File: src/hdl/lph_pkg.sv
// Shared types, constants and codes for the linear-probe hash map.
package lph_pkg;

    localparam int TABLE_DEPTH = 256;
    localparam int ADDR_W      = $clog2(TABLE_DEPTH);
    localparam int ENTRY_W     = ADDR_W + 1;
    localparam int KEY_W       = 64;
    localparam int VALUE_W     = 32;
    localparam int KB_W        = 4;

    localparam logic [KEY_W-1:0] FNV_OFFSET   = 64'hCBF29CE484222325;
    // The FNV prime is 2**40 + 0x1B3, so a multiply is a narrow product plus a shift.
    localparam logic [8:0]       FNV_PRIME_LO = 9'h1B3;
    localparam int               FNV_PRIME_SH = 40;

    localparam logic [ENTRY_W+1:0] FULL_MARK = (ENTRY_W + 2)'(TABLE_DEPTH * 3);

    localparam logic [KB_W-1:0] KEY_BYTES_RESET = 4'd8;

    localparam logic [1:0] REQ_GET    = 2'd0;
    localparam logic [1:0] REQ_UPSERT = 2'd1;
    localparam logic [1:0] REQ_WRITE  = 2'd2;

    localparam logic [2:0] ST_FOUND   = 3'd0;
    localparam logic [2:0] ST_CREATED = 3'd1;
    localparam logic [2:0] ST_ABSENT  = 3'd2;
    localparam logic [2:0] ST_FULL    = 3'd3;
    localparam logic [2:0] ST_WRITTEN = 3'd4;

    typedef struct packed {
        logic [1:0]         req_type;
        logic [KEY_W-1:0]   key;
        logic [7:0]         slot_in;
        logic [VALUE_W-1:0] value_in;
    } req_t;

    typedef struct packed {
        logic [2:0]         status;
        logic [7:0]         slot;
        logic [VALUE_W-1:0] value;
        logic [8:0]         entry_count;
    } rsp_t;

endpackage

File: src/hdl/lph_hash.sv
// Byte-serial FNV-1a 64-bit hash unit, one key byte per cycle.
module lph_hash import lph_pkg::*; (
    input  logic             aclk,
    input  logic             aresetn,
    input  logic             start,
    input  logic [KEY_W-1:0] key,
    input  logic [KB_W-1:0]  num_bytes,
    output logic             done,
    output logic [KEY_W-1:0] hash
);

    logic             busy_reg, busy_next;
    logic             done_reg, done_next;
    logic [2:0]       cnt_reg, cnt_next;
    logic [2:0]       last_reg, last_next;
    logic [KEY_W-1:0] key_reg, key_next;
    logic [KEY_W-1:0] h_reg, h_next;
    logic [KEY_W-1:0] mixed;
    logic [KEY_W-1:0] product;

    assign mixed   = h_reg ^ {56'd0, key_reg[8*cnt_reg +: 8]};
    assign product = KEY_W'(mixed * KEY_W'(FNV_PRIME_LO))
                   + {mixed[KEY_W-FNV_PRIME_SH-1:0], {FNV_PRIME_SH{1'b0}}};

    always_comb begin
        busy_next = busy_reg;
        done_next = 1'b0;
        cnt_next  = cnt_reg;
        last_next = last_reg;
        key_next  = key_reg;
        h_next    = h_reg;
        if (start) begin
            busy_next = 1'b1;
            cnt_next  = 3'd0;
            last_next = 3'(num_bytes - 4'd1);
            key_next  = key;
            h_next    = FNV_OFFSET;
        end else if (busy_reg) begin
            h_next   = product;
            cnt_next = cnt_reg + 3'd1;
            if (cnt_reg == last_reg) begin
                busy_next = 1'b0;
                done_next = 1'b1;
            end
        end
    end

    always_ff @(posedge aclk) begin
        if (!aresetn) begin
            busy_reg <= 1'b0;
            done_reg <= 1'b0;
        end else begin
            busy_reg <= busy_next;
            done_reg <= done_next;
        end
        cnt_reg  <= cnt_next;
        last_reg <= last_next;
        key_reg  <= key_next;
        h_reg    <= h_next;
    end

    assign done = done_reg;
    assign hash = h_reg;

endmodule

File: config.mk
export PLATFORM = sky130hd
export DESIGN_NAME = lph_hash
export DESIGN_NICKNAME = d
export VERILOG_FILES = /design/src/hdl/lph_pkg.sv /design/src/hdl/lph_hash.sv
export SDC_FILE = /design/constraint.sdc
export NUM_CORES = 1
export LEC_CHECK = 0
export BUFFER_PORTS_ARGS = -buffer_cell sky130_fd_sc_hd__buf_2
export CAP_MARGIN = 20
export CORE_UTILIZATION = 57
export CTS_BUF_LIST = sky130_fd_sc_hd__clkbuf_16
export DETAILED_ROUTE_END_ITERATION = 7
export HOLD_SLACK_MARGIN = 0.02
export PLACE_DENSITY = 0.76
export SLEW_MARGIN = 10
export SYNTH_ARGS = -nofsm -noshare
export SYNTH_HDL_FRONTEND = slang
export SYNTH_SLANG_ARGS = --single-unit
File: constraint.sdc
create_clock -name aclk -period 5.95 [get_ports aclk]
set_input_delay 1.19 -clock aclk [delete_from_list [all_inputs] [get_ports aclk]]
set_output_delay 1.19 -clock aclk [all_outputs]
set_load 0.05 [all_outputs]
==> flow_metrics.py <==
metrics = {
    "die": {
        "coreArea_um2": 28000,
        "die_y_um": 172,
        "rows": 61,
        "fp.dieW_um": 172,
        "die-area_um2": 29400,
        "pin_count": 136,
        "initial_core_util": 0.585,
    },
    "cts": {
        "clk_latency_ns": 0.43,
        "path_clk_slew_ns": 0.07,
        "cts_root_buf": "clkbuf_16",
        "clock-sinks": 136,
        "cts_buffer_depth": 2,
        "ctsHoldBuffers": 0,
        "cts_buffers": 17,
        "htreeDepth": 4,
        "cts_tree": "yes",
    },
    "worst_hold_path": {
        "holdPathStages": 2,
        "min_path_type": "register to register",
    },
    "worst_setup_path": {
        "r2r-end": "hash[43]",
        "critPathCapture": "hash[43]",
        "endpoint_kind": "register",
        "regToRegSetupSlack_ns": -0.37,
        "ff2ff_path_depth": 27,
        "reg2reg_from": "cnt_reg[0]",
        "path_class": "register to register",
        "crit_path_max_fanout": 6,
        "setup.worst_path.start": "cnt_reg[0]",
        "crit_path_start_kind": "register",
        "required_ns": 6.27,
        "cp_slowest_cell": "mux4_2",
        "slowest_delay_ns": 0.53,
        "crit_arrival_ns": 6.64,
    },
    "layout": {
        "utilization": 0.709,
        "final_area_um2": 19900,
        "sequential_cell_area_um2": 3400,
        "multi_input_area_um2": 12300,
        "area_growth_syn_to_layout_pct": 21.2,
        "final_nets": 2263,
        "nFillCells": 1993,
        "drive_gt1_frac": 0.267,
    },
    "timing": {
        "tns_ns": -6.93,
        "finalMaxSlewViolations": 0,
        "worst_pin_slew_ns": 1.06,
        "setup_violations": 36,
        "slew_headroom": 0.293,
        "worst_slack_ns": -0.371,
        "fmax_ghz": 0.158,
        "skew_ns": 0.0148,
        "min_period_ns": 6.32,
        "finalHoldViolCount": 0,
        "rsz0062_at_grt": "yes",
        "fin_crit_sh": 1.06,
    },
    "place": {
        "place_area_um2": 17900,
        "routabilityCongestion": 0.938,
        "dpl.hpwl_um": 33900,
        "port-buffer-count": 134,
    },
    "route": {
        "post_drt_via_cell_ratio": 5.58,
        "num_vias": 12116,
        "highest_layer": "met4",
        "met3_length_um": 2560,
        "finalWirelength_um": 43600,
        "dr.pass1.iters": 5,
        "wl_met2_um": 22000,
        "drc": 0,
        "met1_length_um": 17400,
        "drtIter0Drc": 700,
        "ant_nets": 0,
        "wl_per_cell_um": 20.0,
    },
    "global_routing": {
        "track_usage": 0.311,
        "grt_pass1_wl_um": 69100,
        "grt_pass1_vias": 13242,
        "antenna_found_initial": 1,
        "grt_remaining_overflow": 0,
        "grt_max_degree": 87,
    },
    "status": {
        "status": "finished, violations left",
        "violations": "negative setup slack",
    },
    "synthesis": {
        "ys_seq_area_frac": 0.207,
        "synth_cell_types": 65,
        "netlist_area_um2": 16400,
        "syn_nets": 2068,
        "postSynthAreaPerCell_um2": 10.3,
        "syn_inst": 1586,
        "yosysWarnings": 0,
        "synth_edf_count": 67,
        "ys_seq_elements": 136,
        "async_reset_ff_frac": 0,
        "synthFlopType": "dfxtp_1",
    },
    "flow_run": {
        "drv_cap": 0,
    },
}
-- area by class of cell --
class	instances	share of cell area
Multi-Input combinational cell	1024	0.617
Sequential cell	136	0.171
Timing Repair Buffer	285	0.0980
Inverter	317	0.0600
Tap cell	378	0.0238
Clock buffer	18	0.0227
Clock inverter	14	0.00705
Antenna cell	1	0.000126
-- synth_stat cells (7+ instances only) --
cell type,number,area share
a21oi_1,87,0.027
edfxtp_1,67,0.12
a211oi_1,7,0.0032
clkbuf_1,37,0.0085
nand3_1,13,0.0040
xnor2_1,60,0.032
mux2i_1,35,0.021
dfxtp_1,69,0.084
nand2_1,46,0.011
a21o_1,30,0.014
nor2_1,83,0.019
nand4_1,17,0.0065
ha_1,177,0.14
o21bai_1,13,0.0060
xor2_1,41,0.022
inv_1,317,0.073
a211o_1,15,0.0080
buf_4,56,0.026
mux4_2,16,0.022
nor3_1,7,0.0021
buf_2,12,0.0037
fa_1,234,0.29
o21ai_0,42,0.013
o21ai_1,10,0.0031
nor2b_1,15,0.0057
-- metal layers --
layer / vias to the layer above / track usage
li1: 5514 / -
met1: 6056 / 0.388
met2: 442 / 0.541
met3: 104 / 0.0580
met4: 0 / 0.106
met5: - / 0
-- critical path, delay by kind of cell, from the launching register on --
| kind | cells | cell delay, ns |
|---|---|---|
| fa+ha+maj | 6 | 2.28 |
| compound gates | 8 | 1.53 |
| mux | 2 | 0.71 |
| xor+xnor | 2 | 0.32 |
| flops | 1 | 0.38 |
| simple gates | 1 | 0.04 |
| buf+inv | 8 | 0.93 |
-- worst min path at each step --
stage	from	end
final	hash[60]	hash[60]
after global routing	hash[60]	hash[60]
after CTS	hash[60]	hash[60]
after detailed placement	hash[60]	hash[60]
after global placement	hash[1]	hash[1]
after floorplan	hash[60]	hash[60]
-- layout by cell type (no fill, tap or decap), types with 22 or more instances in the layout --
cell type,n
a21o_1,30
a21oi_1,73
buf_2,133
buf_4,128
dfxtp_1,67
edfxtp_1,67
fa_1,230
ha_1,153
ha_4,22
inv_1,311
mux2i_1,30
nand2_1,44
nor2_1,78
o21ai_0,27
xnor2_1,39
xor2_1,28
-- timing repair --
item	in CTS	in global routing
endpoints found under the setup margin	45	45
gates resized for setup	123	78
pin swaps	60	74
buffers inserted	26	16
gates cloned	1	0
hold endpoints to repair	0	0
-- through the flow --
stage	hold slack, ns	setup WS, ns	cells
finish	0.523	-0.371	2173
global route	0.550	-0.523	2172
CTS	0.526	-0.262	2160
detailed placement	0.515	-0.534	2103
global placement	0.504	-0.433	2103
floorplan	0.467	-0.00541	1586
-- cells by family (layout without fill, tap and decap cells) --
kind of cell             Yosys count  count (layout)  share of synthesized area
flip-flops                       136             136                      0.207
multiplexers                      51              51                     0.0434
AND/OR/NAND/NOR                  202             202                     0.0564
adder cells (fa/ha/maj)          411             411                      0.421
AO/OA/AOI/OAI                    259             259                      0.107
XOR/XNOR                         101             101                     0.0540
other                              0               1                          0
buffers and inverters            426             634                      0.111
Power is not shown: default switching activity piles up to over one toggle a cycle in this logic, so the estimate is an artifact.
